--- src/design/cbfr_pkg.sv ---
// Shared types, widths and codes for the clocked bus frame receiver and writer.
package cbfr_pkg;

    localparam int MSG_BYTES   = 32;
    localparam int WRITE_SLOTS = 4;

    localparam int BP_W    = $clog2(MSG_BYTES);
    localparam int LEN_W   = 6;
    localparam int QIDX_W  = (WRITE_SLOTS > 1) ? $clog2(WRITE_SLOTS) : 1;
    localparam int QCNT_W  = $clog2(WRITE_SLOTS + 1);
    localparam int BC_W    = 9;
    localparam int GAP_W   = 16;
    localparam int STALL_W = 20;
    localparam int BYTE_W  = 8;
    localparam int CFG_W   = 20;
    localparam int CIDX_W  = 2;

    localparam logic [GAP_W-1:0]   GAP_RESET   = 16'd2000;
    localparam logic [STALL_W-1:0] STALL_RESET = 20'd500000;
    localparam logic [BYTE_W-1:0]  TRIG_RESET  = 8'h05;

    // configuration register indexes
    localparam logic [CIDX_W-1:0] CFG_GAP   = 2'd0;
    localparam logic [CIDX_W-1:0] CFG_STALL = 2'd1;
    localparam logic [CIDX_W-1:0] CFG_TRIG  = 2'd2;

    // item opcodes
    localparam logic [1:0] OP_TICK  = 2'd0;
    localparam logic [1:0] OP_EDGE  = 2'd1;
    localparam logic [1:0] OP_QUEUE = 2'd2;
    localparam logic [1:0] OP_NONE  = 2'd3;

    // result kinds
    localparam logic KIND_DRIVE = 1'b0;
    localparam logic KIND_MSG   = 1'b1;

    typedef enum logic [1:0] {
        ST_IDLE,
        ST_DISP_RD,
        ST_DISP_EMIT,
        ST_EXEC
    } state_t;

    typedef struct packed {
        logic load_item;
        logic rd_byte;
        logic emit_byte;
        logic exec;
    } cmd_t;

    typedef struct packed {
        logic disp_need;
        logic item_nop;
        logic last_byte;
        logic out_free;
    } status_t;

endpackage

--- src/design/cbfr_ctrl.sv ---
// Controller: sequences item intake, message dispatch and item execution.
module cbfr_ctrl (
    input  logic              clk,
    input  logic              rst_n,
    input  logic              in_valid,
    input  cbfr_pkg::status_t status,
    output cbfr_pkg::cmd_t    cmd,
    output logic              in_stall
);

    cbfr_pkg::state_t state_reg;
    cbfr_pkg::state_t state_next;

    always_ff @(posedge clk or negedge rst_n)
    begin
        if (!rst_n)
        begin
            state_reg <= cbfr_pkg::ST_IDLE;
        end
        else
        begin
            state_reg <= state_next;
        end
    end

    always_comb
    begin
        state_next = state_reg;
        case (state_reg)
            cbfr_pkg::ST_IDLE:
            begin
                if (in_valid)
                begin
                    if (status.disp_need)
                    begin
                        state_next = cbfr_pkg::ST_DISP_RD;
                    end
                    else if (!status.item_nop)
                    begin
                        state_next = cbfr_pkg::ST_EXEC;
                    end
                end
            end
            cbfr_pkg::ST_DISP_RD:
            begin
                state_next = cbfr_pkg::ST_DISP_EMIT;
            end
            cbfr_pkg::ST_DISP_EMIT:
            begin
                if (status.out_free)
                begin
                    state_next = status.last_byte ? cbfr_pkg::ST_EXEC : cbfr_pkg::ST_DISP_RD;
                end
            end
            cbfr_pkg::ST_EXEC:
            begin
                if (status.out_free)
                begin
                    state_next = cbfr_pkg::ST_IDLE;
                end
            end
            default:
            begin
                state_next = cbfr_pkg::ST_IDLE;
            end
        endcase
    end

    always_comb
    begin
        in_stall      = (state_reg != cbfr_pkg::ST_IDLE);
        cmd.load_item = (state_reg == cbfr_pkg::ST_IDLE) && in_valid;
        cmd.rd_byte   = (state_reg == cbfr_pkg::ST_DISP_RD);
        cmd.emit_byte = (state_reg == cbfr_pkg::ST_DISP_EMIT) && status.out_free;
        cmd.exec      = (state_reg == cbfr_pkg::ST_EXEC) && status.out_free;
    end

endmodule

--- src/design/cbfr_dp.sv ---
// Datapath: bus state, message buffer, write queue, config and output register.
module cbfr_dp (
    input  logic                               clk,
    input  logic                               rst_n,
    input  logic                               cfg_we,
    input  logic [cbfr_pkg::CIDX_W-1:0]        cfg_index,
    input  logic [cbfr_pkg::CFG_W-1:0]         cfg_data,
    input  logic [1:0]                         opcode,
    input  logic                               clock_level,
    input  logic                               data_level,
    input  logic [cbfr_pkg::BYTE_W-1:0]        write_value,
    input  logic                               out_stall,
    input  cbfr_pkg::cmd_t                     cmd,
    output cbfr_pkg::status_t                  status,
    output logic                               out_valid,
    output logic                               kind,
    output logic                               drive_enable,
    output logic                               drive_level,
    output logic [cbfr_pkg::BYTE_W-1:0]        msg_byte,
    output logic [cbfr_pkg::LEN_W-1:0]         msg_length,
    output logic                               last,
    output logic                               write_dropped
);

    localparam logic [cbfr_pkg::BC_W-1:0]    BC_MAX    = '1;
    localparam logic [cbfr_pkg::GAP_W-1:0]   GAP_MAX   = '1;
    localparam logic [cbfr_pkg::STALL_W-1:0] STALL_MAX = '1;
    localparam logic [cbfr_pkg::BP_W-1:0]    BP_TOP    = cbfr_pkg::BP_W'(cbfr_pkg::MSG_BYTES - 1);
    localparam logic [cbfr_pkg::BP_W-1:0]    BP_WRITE  = cbfr_pkg::BP_W'(2);
    localparam logic [cbfr_pkg::QIDX_W-1:0]  QIDX_TOP  =
        cbfr_pkg::QIDX_W'(cbfr_pkg::WRITE_SLOTS - 1);
    localparam logic [cbfr_pkg::QCNT_W-1:0]  QCNT_FULL = cbfr_pkg::QCNT_W'(cbfr_pkg::WRITE_SLOTS);
    localparam logic [cbfr_pkg::QCNT_W:0]    QSUM_WRAP = (cbfr_pkg::QCNT_W+1)'(cbfr_pkg::WRITE_SLOTS);

    // configuration
    logic [cbfr_pkg::GAP_W-1:0]   gap_ticks_reg;
    logic [cbfr_pkg::STALL_W-1:0] stall_ticks_reg;
    logic [cbfr_pkg::BYTE_W-1:0]  trig_reg;

    // latched item
    logic [1:0]                  op_reg;
    logic                        clk_lvl_reg;
    logic                        dat_reg;
    logic [cbfr_pkg::BYTE_W-1:0] wv_reg;

    // bus state
    logic [cbfr_pkg::BP_W-1:0]    bp_reg, bp_next;
    logic [cbfr_pkg::BC_W-1:0]    bc_reg, bc_next;
    logic [cbfr_pkg::GAP_W-1:0]   gap_reg, gap_next;
    logic [cbfr_pkg::STALL_W-1:0] stall_reg, stall_next;
    logic [cbfr_pkg::BYTE_W-1:0]  cur_reg, cur_next;
    logic [cbfr_pkg::BYTE_W-1:0]  byte0_reg, byte0_next;
    logic                         writing_reg, writing_next;
    logic [cbfr_pkg::BYTE_W-1:0]  active_reg, active_next;
    logic                         en_reg, en_next;
    logic                         lv_reg, lv_next;
    logic [cbfr_pkg::QCNT_W-1:0]  qcount_reg, qcount_next;
    logic [cbfr_pkg::QIDX_W-1:0]  qhead_reg, qhead_next;

    // dispatch
    logic [cbfr_pkg::BP_W-1:0]    idx_reg;
    logic [cbfr_pkg::BYTE_W-1:0]  rd_data_reg;

    // output register
    logic                         out_valid_reg;
    logic                         kind_reg;
    logic                         en_out_reg;
    logic                         lv_out_reg;
    logic [cbfr_pkg::BYTE_W-1:0]  byte_out_reg;
    logic [cbfr_pkg::LEN_W-1:0]   len_out_reg;
    logic                         last_out_reg;
    logic                         drop_out_reg;

    logic [cbfr_pkg::BYTE_W-1:0]  msg_mem [cbfr_pkg::MSG_BYTES];
    logic [cbfr_pkg::BYTE_W-1:0]  q_store [cbfr_pkg::WRITE_SLOTS];

    // combinational execution values
    logic                         gap_hit;
    logic                         mem_we;
    logic                         q_we;
    logic [cbfr_pkg::QIDX_W-1:0]  q_slot;
    logic [cbfr_pkg::QCNT_W:0]    q_sum;
    logic                         drop;
    logic                         res_drive;
    logic [cbfr_pkg::BP_W-1:0]    bp0;
    logic [cbfr_pkg::BC_W-1:0]    bc0;
    logic [cbfr_pkg::BC_W-1:0]    bc1;
    logic [cbfr_pkg::BYTE_W-1:0]  cur0;
    logic [cbfr_pkg::BYTE_W-1:0]  cur1;
    logic                         boundary;
    logic                         start_wr;
    logic [cbfr_pkg::BYTE_W-1:0]  act_eff;
    logic [2:0]                   bit_idx;
    logic [cbfr_pkg::STALL_W-1:0] stall_inc;
    logic [cbfr_pkg::LEN_W-1:0]   msg_len;

    assign gap_hit = gap_reg > gap_ticks_reg;
    assign msg_len = cbfr_pkg::LEN_W'(bp_reg) + cbfr_pkg::LEN_W'(1);

    assign status.disp_need = (opcode == cbfr_pkg::OP_EDGE) && gap_hit && (bp_reg > BP_WRITE);
    assign status.item_nop  = (opcode == cbfr_pkg::OP_NONE);
    assign status.last_byte = (idx_reg == bp_reg);
    assign status.out_free  = !out_valid_reg || !out_stall;

    always_ff @(posedge clk or negedge rst_n)
    begin
        if (!rst_n)
        begin
            gap_ticks_reg   <= cbfr_pkg::GAP_RESET;
            stall_ticks_reg <= cbfr_pkg::STALL_RESET;
            trig_reg        <= cbfr_pkg::TRIG_RESET;
        end
        else if (cfg_we)
        begin
            case (cfg_index)
                cbfr_pkg::CFG_GAP:   gap_ticks_reg   <= cfg_data[cbfr_pkg::GAP_W-1:0];
                cbfr_pkg::CFG_STALL: stall_ticks_reg <= cfg_data[cbfr_pkg::STALL_W-1:0];
                cbfr_pkg::CFG_TRIG:  trig_reg        <= cfg_data[cbfr_pkg::BYTE_W-1:0];
                default:             ;
            endcase
        end
    end

    always_ff @(posedge clk)
    begin
        if (cmd.load_item)
        begin
            op_reg      <= opcode;
            clk_lvl_reg <= clock_level;
            dat_reg     <= data_level;
            wv_reg      <= write_value;
        end
    end

    always_comb
    begin
        bp_next      = bp_reg;
        bc_next      = bc_reg;
        gap_next     = gap_reg;
        stall_next   = stall_reg;
        cur_next     = cur_reg;
        byte0_next   = byte0_reg;
        writing_next = writing_reg;
        active_next  = active_reg;
        en_next      = en_reg;
        lv_next      = lv_reg;
        qcount_next  = qcount_reg;
        qhead_next   = qhead_reg;
        mem_we       = 1'b0;
        q_we         = 1'b0;
        drop         = 1'b0;

        bp0       = gap_hit ? '0 : bp_reg;
        bc0       = gap_hit ? '0 : bc_reg;
        cur0      = gap_hit ? '0 : cur_reg;
        bc1       = (bc0 < BC_MAX) ? bc0 + cbfr_pkg::BC_W'(1) : bc0;
        cur1      = {cur0[cbfr_pkg::BYTE_W-2:0], dat_reg};
        // boundaries after bit 8, bit 9, then every 8 bits
        boundary  = (bc1 == cbfr_pkg::BC_W'(8)) || (bc1 == cbfr_pkg::BC_W'(9)) ||
                    ((bc1 > cbfr_pkg::BC_W'(9)) && (bc1[2:0] == 3'd1));
        start_wr  = (bp0 == BP_WRITE) && (bc0 <= cbfr_pkg::BC_W'(9)) &&
                    (byte0_reg == trig_reg) && (qcount_reg != '0);
        act_eff   = start_wr ? q_store[qhead_reg] : active_reg;
        bit_idx   = 3'(5'd16 - bc0[4:0]);
        stall_inc = (stall_reg < STALL_MAX) ? stall_reg + cbfr_pkg::STALL_W'(1) : stall_reg;
        q_sum     = (cbfr_pkg::QCNT_W+1)'(qhead_reg) + (cbfr_pkg::QCNT_W+1)'(qcount_reg);
        q_slot    = (q_sum >= QSUM_WRAP) ? cbfr_pkg::QIDX_W'(q_sum - QSUM_WRAP)
                                         : cbfr_pkg::QIDX_W'(q_sum);

        if (cmd.exec)
        begin
            case (op_reg)
                cbfr_pkg::OP_TICK:
                begin
                    gap_next   = (gap_reg < GAP_MAX) ? gap_reg + cbfr_pkg::GAP_W'(1) : gap_reg;
                    stall_next = stall_inc;
                    if (stall_inc > stall_ticks_reg)
                    begin
                        en_next      = 1'b0;
                        lv_next      = 1'b0;
                        writing_next = 1'b0;
                    end
                end
                cbfr_pkg::OP_QUEUE:
                begin
                    if (qcount_reg < QCNT_FULL)
                    begin
                        q_we        = 1'b1;
                        qcount_next = qcount_reg + cbfr_pkg::QCNT_W'(1);
                    end
                    else
                    begin
                        drop = 1'b1;
                    end
                end
                cbfr_pkg::OP_EDGE:
                begin
                    if (gap_hit && (bp_reg > BP_WRITE))
                    begin
                        stall_next = '0;
                    end
                    bp_next  = bp0;
                    bc_next  = bc0;
                    cur_next = cur0;
                    if (clk_lvl_reg)
                    begin
                        en_next = 1'b0;
                        lv_next = 1'b0;
                        bc_next = bc1;
                        if (boundary && (bp0 < BP_TOP))
                        begin
                            mem_we   = 1'b1;
                            bp_next  = bp0 + cbfr_pkg::BP_W'(1);
                            cur_next = '0;
                            if (bp0 == '0)
                            begin
                                byte0_next = cur1;
                            end
                        end
                        else
                        begin
                            cur_next = cur1;
                        end
                    end
                    else
                    begin
                        if (start_wr)
                        begin
                            active_next  = act_eff;
                            qhead_next   = (qhead_reg == QIDX_TOP) ? '0
                                                                   : qhead_reg + cbfr_pkg::QIDX_W'(1);
                            qcount_next  = qcount_reg - cbfr_pkg::QCNT_W'(1);
                            writing_next = 1'b1;
                        end
                        if (start_wr || writing_reg)
                        begin
                            if (bp0 > BP_WRITE)
                            begin
                                en_next      = 1'b0;
                                lv_next      = 1'b0;
                                writing_next = 1'b0;
                            end
                            else
                            begin
                                en_next = 1'b1;
                                lv_next = (bc0 >= cbfr_pkg::BC_W'(9)) &&
                                          (bc0 <= cbfr_pkg::BC_W'(16)) && act_eff[bit_idx];
                            end
                        end
                    end
                    gap_next = '0;
                end
                default:
                begin
                end
            endcase
        end

        res_drive = cmd.exec && (drop || (en_next != en_reg) || (lv_next != lv_reg));
    end

    always_ff @(posedge clk or negedge rst_n)
    begin
        if (!rst_n)
        begin
            bp_reg      <= '0;
            bc_reg      <= '0;
            gap_reg     <= GAP_MAX;
            stall_reg   <= '0;
            cur_reg     <= '0;
            byte0_reg   <= '0;
            writing_reg <= 1'b0;
            active_reg  <= '0;
            en_reg      <= 1'b0;
            lv_reg      <= 1'b0;
            qcount_reg  <= '0;
            qhead_reg   <= '0;
            idx_reg     <= '0;
        end
        else
        begin
            bp_reg      <= bp_next;
            bc_reg      <= bc_next;
            gap_reg     <= gap_next;
            stall_reg   <= stall_next;
            cur_reg     <= cur_next;
            byte0_reg   <= byte0_next;
            writing_reg <= writing_next;
            active_reg  <= active_next;
            en_reg      <= en_next;
            lv_reg      <= lv_next;
            qcount_reg  <= qcount_next;
            qhead_reg   <= qhead_next;
            if (cmd.load_item)
            begin
                idx_reg <= '0;
            end
            else if (cmd.emit_byte)
            begin
                idx_reg <= idx_reg + cbfr_pkg::BP_W'(1);
            end
        end
    end

    // message buffer: completed bytes below the current position
    always_ff @(posedge clk)
    begin
        if (mem_we)
        begin
            msg_mem[bp0] <= cur1;
        end
        if (cmd.rd_byte)
        begin
            rd_data_reg <= msg_mem[idx_reg];
        end
    end

    always_ff @(posedge clk)
    begin
        if (q_we)
        begin
            q_store[q_slot] <= wv_reg;
        end
    end

    always_ff @(posedge clk or negedge rst_n)
    begin
        if (!rst_n)
        begin
            out_valid_reg <= 1'b0;
        end
        else if (cmd.emit_byte || res_drive)
        begin
            out_valid_reg <= 1'b1;
        end
        else if (!out_stall)
        begin
            out_valid_reg <= 1'b0;
        end
    end

    always_ff @(posedge clk)
    begin
        if (cmd.emit_byte)
        begin
            kind_reg     <= cbfr_pkg::KIND_MSG;
            en_out_reg   <= 1'b0;
            lv_out_reg   <= 1'b0;
            // the byte in progress is held outside the buffer
            byte_out_reg <= status.last_byte ? cur_reg : rd_data_reg;
            len_out_reg  <= msg_len;
            last_out_reg <= status.last_byte;
            drop_out_reg <= 1'b0;
        end
        else if (res_drive)
        begin
            kind_reg     <= cbfr_pkg::KIND_DRIVE;
            en_out_reg   <= en_next;
            lv_out_reg   <= lv_next;
            byte_out_reg <= '0;
            len_out_reg  <= '0;
            last_out_reg <= 1'b0;
            drop_out_reg <= drop;
        end
    end

    assign out_valid     = out_valid_reg;
    assign kind          = kind_reg;
    assign drive_enable  = en_out_reg;
    assign drive_level   = lv_out_reg;
    assign msg_byte      = byte_out_reg;
    assign msg_length    = len_out_reg;
    assign last          = last_out_reg;
    assign write_dropped = drop_out_reg;

endmodule

--- src/design/clocked_bus_frame_receiver_writer.sv ---
// Top level of the clocked bus frame receiver and writer.
//
//  channel | direction | handshake          | payload
//  --------+-----------+--------------------+---------------------------------------------
//  config  | in        | cfg_we             | cfg_index, cfg_data
//  items   | in        | in_valid, in_stall | opcode, clock_level, data_level, write_value
//  results | out       | out_valid,out_stall| kind, drive_enable, drive_level, msg_byte,
//          |           |                    | msg_length, last, write_dropped
//
// A tick, queue or plain edge item is first accepted, then executed.
// An edge that closes a message is accepted, then each of its bytes is read from the
// single registered read port of the message buffer and emitted, then the edge executes.
// Each result waits while out_stall holds the output register full.
// Reset is asynchronous; the message buffer needs no clearing pass.
module clocked_bus_frame_receiver_writer (
    input  logic                        clk,
    input  logic                        rst_n,
    input  logic                        cfg_we,
    input  logic [cbfr_pkg::CIDX_W-1:0] cfg_index,
    input  logic [cbfr_pkg::CFG_W-1:0]  cfg_data,
    input  logic                        in_valid,
    output logic                        in_stall,
    input  logic [1:0]                  opcode,
    input  logic                        clock_level,
    input  logic                        data_level,
    input  logic [cbfr_pkg::BYTE_W-1:0] write_value,
    output logic                        out_valid,
    input  logic                        out_stall,
    output logic                        kind,
    output logic                        drive_enable,
    output logic                        drive_level,
    output logic [cbfr_pkg::BYTE_W-1:0] msg_byte,
    output logic [cbfr_pkg::LEN_W-1:0]  msg_length,
    output logic                        last,
    output logic                        write_dropped
);

    cbfr_pkg::cmd_t    cmd;
    cbfr_pkg::status_t status;

    cbfr_ctrl u_ctrl (
        .clk      (clk),
        .rst_n    (rst_n),
        .in_valid (in_valid),
        .status   (status),
        .cmd      (cmd),
        .in_stall (in_stall)
    );

    cbfr_dp u_dp (
        .clk           (clk),
        .rst_n         (rst_n),
        .cfg_we        (cfg_we),
        .cfg_index     (cfg_index),
        .cfg_data      (cfg_data),
        .opcode        (opcode),
        .clock_level   (clock_level),
        .data_level    (data_level),
        .write_value   (write_value),
        .out_stall     (out_stall),
        .cmd           (cmd),
        .status        (status),
        .out_valid     (out_valid),
        .kind          (kind),
        .drive_enable  (drive_enable),
        .drive_level   (drive_level),
        .msg_byte      (msg_byte),
        .msg_length    (msg_length),
        .last          (last),
        .write_dropped (write_dropped)
    );

    a_accept_loads: assert property (@(posedge clk) disable iff (!rst_n)
        (in_valid && !in_stall) |-> cmd.load_item)
        else $error("accepted item not loaded");

    a_one_cmd: assert property (@(posedge clk) disable iff (!rst_n)
        $onehot0({cmd.load_item, cmd.rd_byte, cmd.emit_byte, cmd.exec}))
        else $error("more than one command at once");

    a_last_ends_dispatch: assert property (@(posedge clk) disable iff (!rst_n)
        (cmd.emit_byte && status.last_byte) |=> (!cmd.emit_byte && !cmd.rd_byte))
        else $error("dispatch continued past last byte");

    a_read_then_emit: assert property (@(posedge clk) disable iff (!rst_n)
        cmd.rd_byte |=> (!cmd.rd_byte && in_stall))
        else $error("buffer read not followed by emit wait");

endmodule
--- config.mk ---
export PLATFORM = sky130hd
export DESIGN_NAME = clocked_bus_frame_receiver_writer
export DESIGN_NICKNAME = d
export VERILOG_FILES = /design/src/design/cbfr_pkg.sv /design/src/design/cbfr_ctrl.sv /design/src/design/cbfr_dp.sv /design/src/design/clocked_bus_frame_receiver_writer.sv
export SDC_FILE = /design/constraint.sdc
export NUM_CORES = 1
export LEC_CHECK = 0
export ABC_CLOCK_PERIOD_IN_PS = 6350
export BUFFER_PORTS_ARGS = -buffer_cell sky130_fd_sc_hd__buf_2
export CELL_PAD_IN_SITES_DETAIL_PLACEMENT = 1
export CELL_PAD_IN_SITES_GLOBAL_PLACEMENT = 2
export CORE_MARGIN = 2
export CORE_UTILIZATION = 35
export DETAILED_ROUTE_END_ITERATION = 7
export GPL_ROUTABILITY_DRIVEN = 0
export PLACE_DENSITY = 0.63
export SYNTH_ARGS = -nofsm -noshare
export SYNTH_HDL_FRONTEND = slang
export SYNTH_HIERARCHICAL = 1
export SYNTH_SLANG_ARGS = --single-unit
export TNS_END_PERCENT = 50
--- constraint.sdc ---
create_clock -name clk -period 6.35 [get_ports clk]
set_clock_uncertainty 0.15 [all_clocks]
set_input_delay 0 -clock clk [delete_from_list [all_inputs] [get_ports clk]]
set_output_delay 0 -clock clk [all_outputs]
set_load 0.005 [all_outputs]
==> results of run 1 <==
[through the flow]
| stage | util, % | hold slack [ps] |
|---|---|---|
| after global placement | 37.7 | -85.2 |
| after global routing | 42.0 | 48.8 |
| after floorplan | - | -446 |
| after detailed placement | 37.7 | -79.4 |
| after CTS | 42.0 | 1.53 |
| final | 42.0 | 45.8 |
[cells in the final DEF (no fill, tap or decap), drive strengths merged, types with 19 or more instances in the layout]
cell         netlist  layout
o21ai             65      65
dfrtp            103     103
mux2              58      58
mux4              88      88
nor2             100     100
a21oi             39      39
xor2              27      27
clkinv             2      24
dfstp             31      31
nand4             22      22
clkbuf            51      63
ha                50      50
nor3              19      19
buf               12     114
xnor2             28      28
edfxtp           323     323
inv               61      62
nand3             37      37
and2              20      20
nand2            121     121
dlygate4sd3        0      75
[logic make-up after synthesis]
| family | count (synthesis) | share of synthesized area, % |
|---|---|---|
| multiplexers | 154 | 13.2 |
| XOR/XNOR | 55 | 2.33 |
| AO/OA/AOI/OAI | 189 | 5.92 |
| buffers and inverters | 126 | 2.35 |
| adder cells (fa/ha/maj) | 51 | 3.13 |
| AND/OR/NAND/NOR | 393 | 9.31 |
| flip-flops | 461 | 63.8 |
[worst max path at each step]
stage                              end                    from  slack [ps]  depth (start not counted)
floorplan                    u_dp/last  u_dp/gap_ticks_reg[10]         780                         21
global placement      u_dp/msg_byte[7]        u_dp/gap_reg[13]         790                         20
detailed placement    u_dp/msg_byte[0]        u_dp/gap_reg[13]         610                         20
CTS                 u_dp/msg_length[3]        u_dp/gap_reg[13]         590                         20
global route        u_dp/msg_length[3]       u_dp/stall_reg[0]         130                         24
finish              u_dp/msg_length[5]       u_dp/stall_reg[0]         580                         24
[cells in the mapped netlist (5+ instances only)]
cell type	number	share of area, %
dfstp_2	31	3.9
xor2_1	27	1.1
mux4_2	88	9.6
edfxtp_1	323	47
nor4_1	10	0.30
nor2_1	99	1.8
and2_1	18	0.55
ha_1	50	3.0
and4_1	6	0.25
a21oi_1	38	0.92
and3_1	16	0.48
a21o_1	7	0.25
clkbuf_1	51	0.93
nand4_1	21	0.64
a211oi_1	8	0.29
a211o_1	6	0.25
a31oi_1	12	0.36
buf_1	7	0.13
nor3_1	17	0.41
nand2_1	121	2.2
nand3b_1	8	0.29
o21ai_0	64	1.6
a22o_1	11	0.47
mux2i_1	8	0.39
nand3_1	37	0.90
dfrtp_1	103	12
nor2b_1	6	0.18
or3_1	7	0.21
o21a_1	6	0.22
mux2_2	58	3.2
inv_1	60	1.1
o31ai_1	7	0.25
or4_1	5	0.18
xnor2_1	28	1.2
[critical path: cells and delay by family, from the launching register on]
| family | cells | cell delay, ps |
|---|---|---|
| DFF | 1 | 420 |
| xor gates and xnor gates | 1 | 160 |
| buffers and inverters | 4 | 730 |
| adders and majority gates | 2 | 550 |
| AOI/OAI and AO/OA | 5 | 1000 |
| and+or+nand+nor | 12 | 2470 |
[final cells by class]
type	count	area share, %
inverter	63	0.959
sequential	461	53.4
multi-input combinational	842	28.4
timing repair buffer	189	6.07
clock inverter	36	1.76
tap	773	3.92
clock buffer	63	5.53
[layer usage]
metal | vias to the layer above | GRT usage, %
li1 | 5766 | -
met1 | 6650 | 24.6
met3 | 78 | 2.26
met4 | 0 | 4.89
met2 | 203 | 32.6
met5 | - | 0
[power by group]
part / internal [mW] / switching, mW / total (mW)
Sequential: 3.52 / 0.242 / 3.76
Clock: 1.87 / 1.28 / 3.15
Combinational: 0.754 / 0.955 / 1.71
==> impl_metrics.yaml, run 1 <==
global_routing:
  grt_pass1_vias: 13800
  antenna_found_initial: 0
  grt_first_pass_wirelength_um: 85600
  overflow: 0
  gr-usage-all-layers_pct: 18.7
  grt_max_degree: 41
placement:
  port_buffers: 59
  placed_area_um2: 22100
  dp_hpwl_um: 36700
  dpl.cell_count: 2252
  pre_cts_ws_ps: 613
detailed_routing:
  vias: 12700
  wl_met2_um: 27800
  top_layer: "met4"
  wl_um: 55000
  drc: 0
  ant_nets: 0
  wl_per_cell_um: 22.7
  drt-met1-wl_um: 24300
  dr_wl_met3_um: 1700
  viasPerCell: 5.23
  firstDrtPassIters: 4
  first_iter_violations: 670
worst_setup_path:
  arrival_ps: 5950
  critical_path.max_fanout: 15
  slowest_delay_ps: 460
  crit_type: "flop to flop"
  r2r_slack_ps: 580
  reg2reg_from: "u_dp/stall_reg[0]"
  cp-start-kind: "flop"
  crit_path_cell_trace: "ha_1 > and3_1 > nand3_1 > nor4_1 > buf_4 > nor2_1 > nor4bb_1 > buf_4 > nand3_1 > nor2_1 > nand3_1 > xnor2_1 > ha_1 > nand4_1 > or4_1 > o21a_1 > a211oi_1 > buf_4 > o41a_1 > nand2_1 > a21oi_1 > o31ai_1 > nand2_1 > buf_12"
  endpoint_kind: "flop"
  cp.required_ps: 6530
  cpMaxStageDelayCell: "or4_1"
  reg2regPathDepth: 24
  timing.rr.end: "u_dp/msg_length[5]"
yosys:
  yosys_register_bits: 461
  syn_avg_cell_area_um2: 14.4
  synth_flop_cell: "edfxtp_1"
  ys_types: 75
  synth_edf_count: 323
  seq_area_frac_synth_pct: 63.8
  yosysWarnings: 6
  syn_nets: 1519
  async_flop_share_pct: 29.1
  synth_cells: 1429
  netlist_area_um2: 20600
floorplanning:
  start_util_pct: 35.2
  fp.dieArea_um2: 60900
  die-height_um: 247
  pin_count: 60
  fp.coreArea_um2: 58700
  die_width_um: 247
  row_count: 89
clock_tree:
  cts_buffers: 53
  ctsHoldBuffers: 76
  cts_root_buf: "clkbuf_16"
  cts_num_sinks: 461
  post_cts_buffers: 0
  cts_tree: "built"
  h-tree-depth: 2
  path_clk_slew_ps: 60
  cts.path.max_buffers: 3
  clk_latency_ps: 630
  ctsResizeCount: 0
finish:
  seq_area_um2: 13200
  multiInputGateArea_um2: 7000
  largest_register_ffs: 256
  reg_top3: "u_dp/msg_mem x256, u_dp/q_store x32"
  max_flop_register: "u_dp/msg_mem"
  finalNonFillerCells: 2427
  fin_area_um2: 24700
  fill_cells: 5953
  antenna_cells: 0
  syn_to_final_growth_pct: 19.5
  layout-drive-gt1-share_pct: 23.8
  nets: 1700
timing:
  slew_violations: 0
  post-route-period-util_pct: 90.9
  worst_pin_slew_ps: 1220
  setup_viol: 0
  max_freq_ghz: 0.173
  post-route-min-period_ps: 5770
  rsz0062_at_grt: "false"
  fin_ws_ps: 576
  tns_ps: 0
  maxSlewHeadroom_pct: 18.5
  finalHoldViolCount: 0
run:
  cap_violations: 0
hold_path:
  min_to: "u_dp/gap_ticks_reg[2]"
  min-delay-start: "cfg_data[2]"
  whs_path_depth: 4
  hp-class: "input port to flop"
power_and_ir_drop:
  p_per_area_nw_per_um2: 350
  p_total_mw: 8.63
  leakagePower_nw: 9.04
  ir_drop_uv: 266
outcome:
  outcome: "complete, no violations"
(Power assumes the default switching activity.)
==> run 2: changes to the inputs <==
GPL_TIMING_DRIVEN = 0   (was not set)
==> run 2 against run 1 <==
Register-to-register slack got worse by 150 ps. Core utilization rose by 0.99 points. Via count rose by 0.60%. Sequential share of layout area fell by 1.2 points.
==> impl_metrics.yaml, run 2 (synthesis gave the netlist of run 1 again) <==
worst_setup_path:
  worst-path-stages: 20
  endpoint_kind: "flop"
  crit_buf_inv: 0
  cp.required_ps: 6490
  cpMostUsedCell: "nand3_1"
  crit_end: "u_dp/msg_byte[1]"
  r2r_slack_ps: 420
  cp_top_family: "simple AND/OR/NAND/NOR gates"
  crit_path_cell_trace: "ha_1 > and3_1 > nand3_1 > nor4_2 > nor2_2 > nor4bb_4 > nand3_1 > nor2_1 > nand3_1 > xnor2_1 > ha_1 > nand4_1 > or4_1 > o21a_1 > a211oi_4 > o41a_1 > nand2_1 > a21oi_1 > o31ai_4 > nand2_4"
  reg2regPathDepth: 20
  cpMaxStageDelayCell: "nor4bb_4"
  reg2reg_from: "u_dp/stall_reg[0]"
  timing.rr.end: "u_dp/msg_byte[1]"
  cp-start-kind: "flop"
  crit_type: "flop to flop"
  critical_path.max_fanout: 15
  slowest_delay_ps: 510
  arrival_ps: 6060
  critPathLaunch: "u_dp/stall_reg[0]"
clock_tree:
  clk_latency_ps: 600
  path_clk_slew_ps: 60
  cts_tree: "built"
  h-tree-depth: 2
  cts_root_buf: "clkbuf_16"
  cts_num_sinks: 461
  cts_buffers: 52
  cts.path.max_buffers: 3
power_and_ir_drop:
  leakagePower_nw: 9.10
  p_sw_share_pct: 28.9
  ir_drop_uv: 239
  p_per_area_nw_per_um2: 339
  p_total_mw: 8.57
  combPwrFrac_pct: 21.7
  p_seq_share_pct: 42.6
  p_int_mw: 6.09
  p_clk_share_pct: 35.7
  p_switching_mw: 2.47
finish:
  layout-drive-gt1-share_pct: 24.0
  fill_cells: 5958
  post-route-util_pct: 43.0
  reg_top3: "u_dp/msg_mem x256, u_dp/q_store x32"
  syn_to_final_growth_pct: 22.3
  final_cell_mix: "323 x edfxtp_1, 116 x nand2_1, 103 x dfrtp_1"
  final_common_cell: "edfxtp_1"
  antenna_cells: 0
  nets: 1743
  max_flop_register: "u_dp/msg_mem"
  largest_register_ffs: 256
floorplanning:
  die_width_um: 247
  fp.coreArea_um2: 58700
  start_util_pct: 35.2
  fp.dieArea_um2: 60900
  row_count: 89
  die-height_um: 247
  pin_count: 60
timing:
  rsz0062_at_grt: "false"
  slew_violations: 0
  post-route-min-period_ps: 5930
  maxSlewHeadroom_pct: 7.03
  setup_viol: 0
  post-route-period-util_pct: 93.3
  finalHoldViolCount: 0
  max_freq_ghz: 0.169
  worst_pin_slew_ps: 1390
  tns_ps: 0
detailed_routing:
  ant_nets: 0
  wl_per_cell_um: 22.5
  first_iter_violations: 669
  drc: 0
  vias: 12800
  viasPerCell: 5.17
  firstDrtPassIters: 5
  wl_um: 55700
global_routing:
  top_usage_layer: "met2"
  grt_pass1_vias: 13600
  use_met1_pct: 24.7
  grt_first_pass_wirelength_um: 85100
  antenna_found_initial: 1
  met2_usage_pct: 32.7
  grt_max_degree: 78
  gr-usage-all-layers_pct: 18.6
  grt_use_met3_pct: 2.62
  overflow: 0
outcome:
  outcome: "complete, no violations"
hold_path:
  hp-class: "input port to flop"
placement:
  dp_hpwl_um: 37600
  port_buffers: 59
run:
  cap_violations: 0
run 2: metal layers:
layer  wire length [µm]  vias up
met5                 13        -
met4                877        2
met3               2040       64
met2              28100      190
met1              24700     6657
li1                   -     5860
run 2: through the flow:
step	hold WS, ps	std cells	instance area (µm²)	setup WS [ps]
floorplan	-446	1429	20600	784
global placement	27.8	2261	21900	-2090
detailed placement	-112	2265	22000	-2010
CTS	1.58	2455	24800	-161
global route	52.8	2470	25300	49.3
finish	55.2	2470	25300	423
run 2: tightest hold or removal path, delay by kind of cell:
family | cells | cell delay (ps)
buffers and inverters | 2 | 630
muxes | 1 | 130
run 2: cell type report:
class	count	area, µm²	share of cell area, %
Clock inverter	34	367	1.45
Inverter	63	236	0.936
Buffer	63	256	1.02
Tap cell	773	967	3.83
Sequential cell	461	13200	52.2
Timing Repair Buffer	170	1580	6.24
Clock buffer	64	1370	5.42
Multi-Input combinational cell	842	7310	29.0
run 2: how the worst min path moves through the flow:
stage,startpoint,end,slack (ps),cells past startpoint
6_report,cfg_data[10],u_dp/stall_ticks_reg[10],60,3
5_1_grt,cfg_data[11],u_dp/stall_ticks_reg[11],50,3
4_1_cts,cfg_data[15],u_dp/stall_ticks_reg[15],2,3
3_5_place_dp,rst_n,u_dp/stall_reg[15],-110,1
3_3_place_gp,write_value[3],u_dp/wv_reg[3],30,1
2_1_floorplan,rst_n,u_ctrl/state_reg[0],-450,0
run 2: timing repair:
action / CTS / global route
hold endpoints to repair: 189 / 0
endpoints found under the setup margin: 253 / 280
pin swaps: 2 / 14
setup buffers: 4 / 15
hold buffers: 88 / 0
gates resized for setup: 26 / 54
run 2: power by group through the flow:
| stage | combinational, mW | sequential [mW] | clock, mW |
|---|---|---|---|
| 2_1_floorplan | 1.15 | 3.67 | 0 |
| 4_1_cts | 1.89 | 3.65 | 3.15 |
| 6_report | 1.86 | 3.65 | 3.06 |
| 5_1_grt | 2.03 | 3.68 | 3.25 |
| 3_5_place_dp | 1.81 | 3.71 | 0 |
| 3_3_place_gp | 1.79 | 3.71 | 0 |
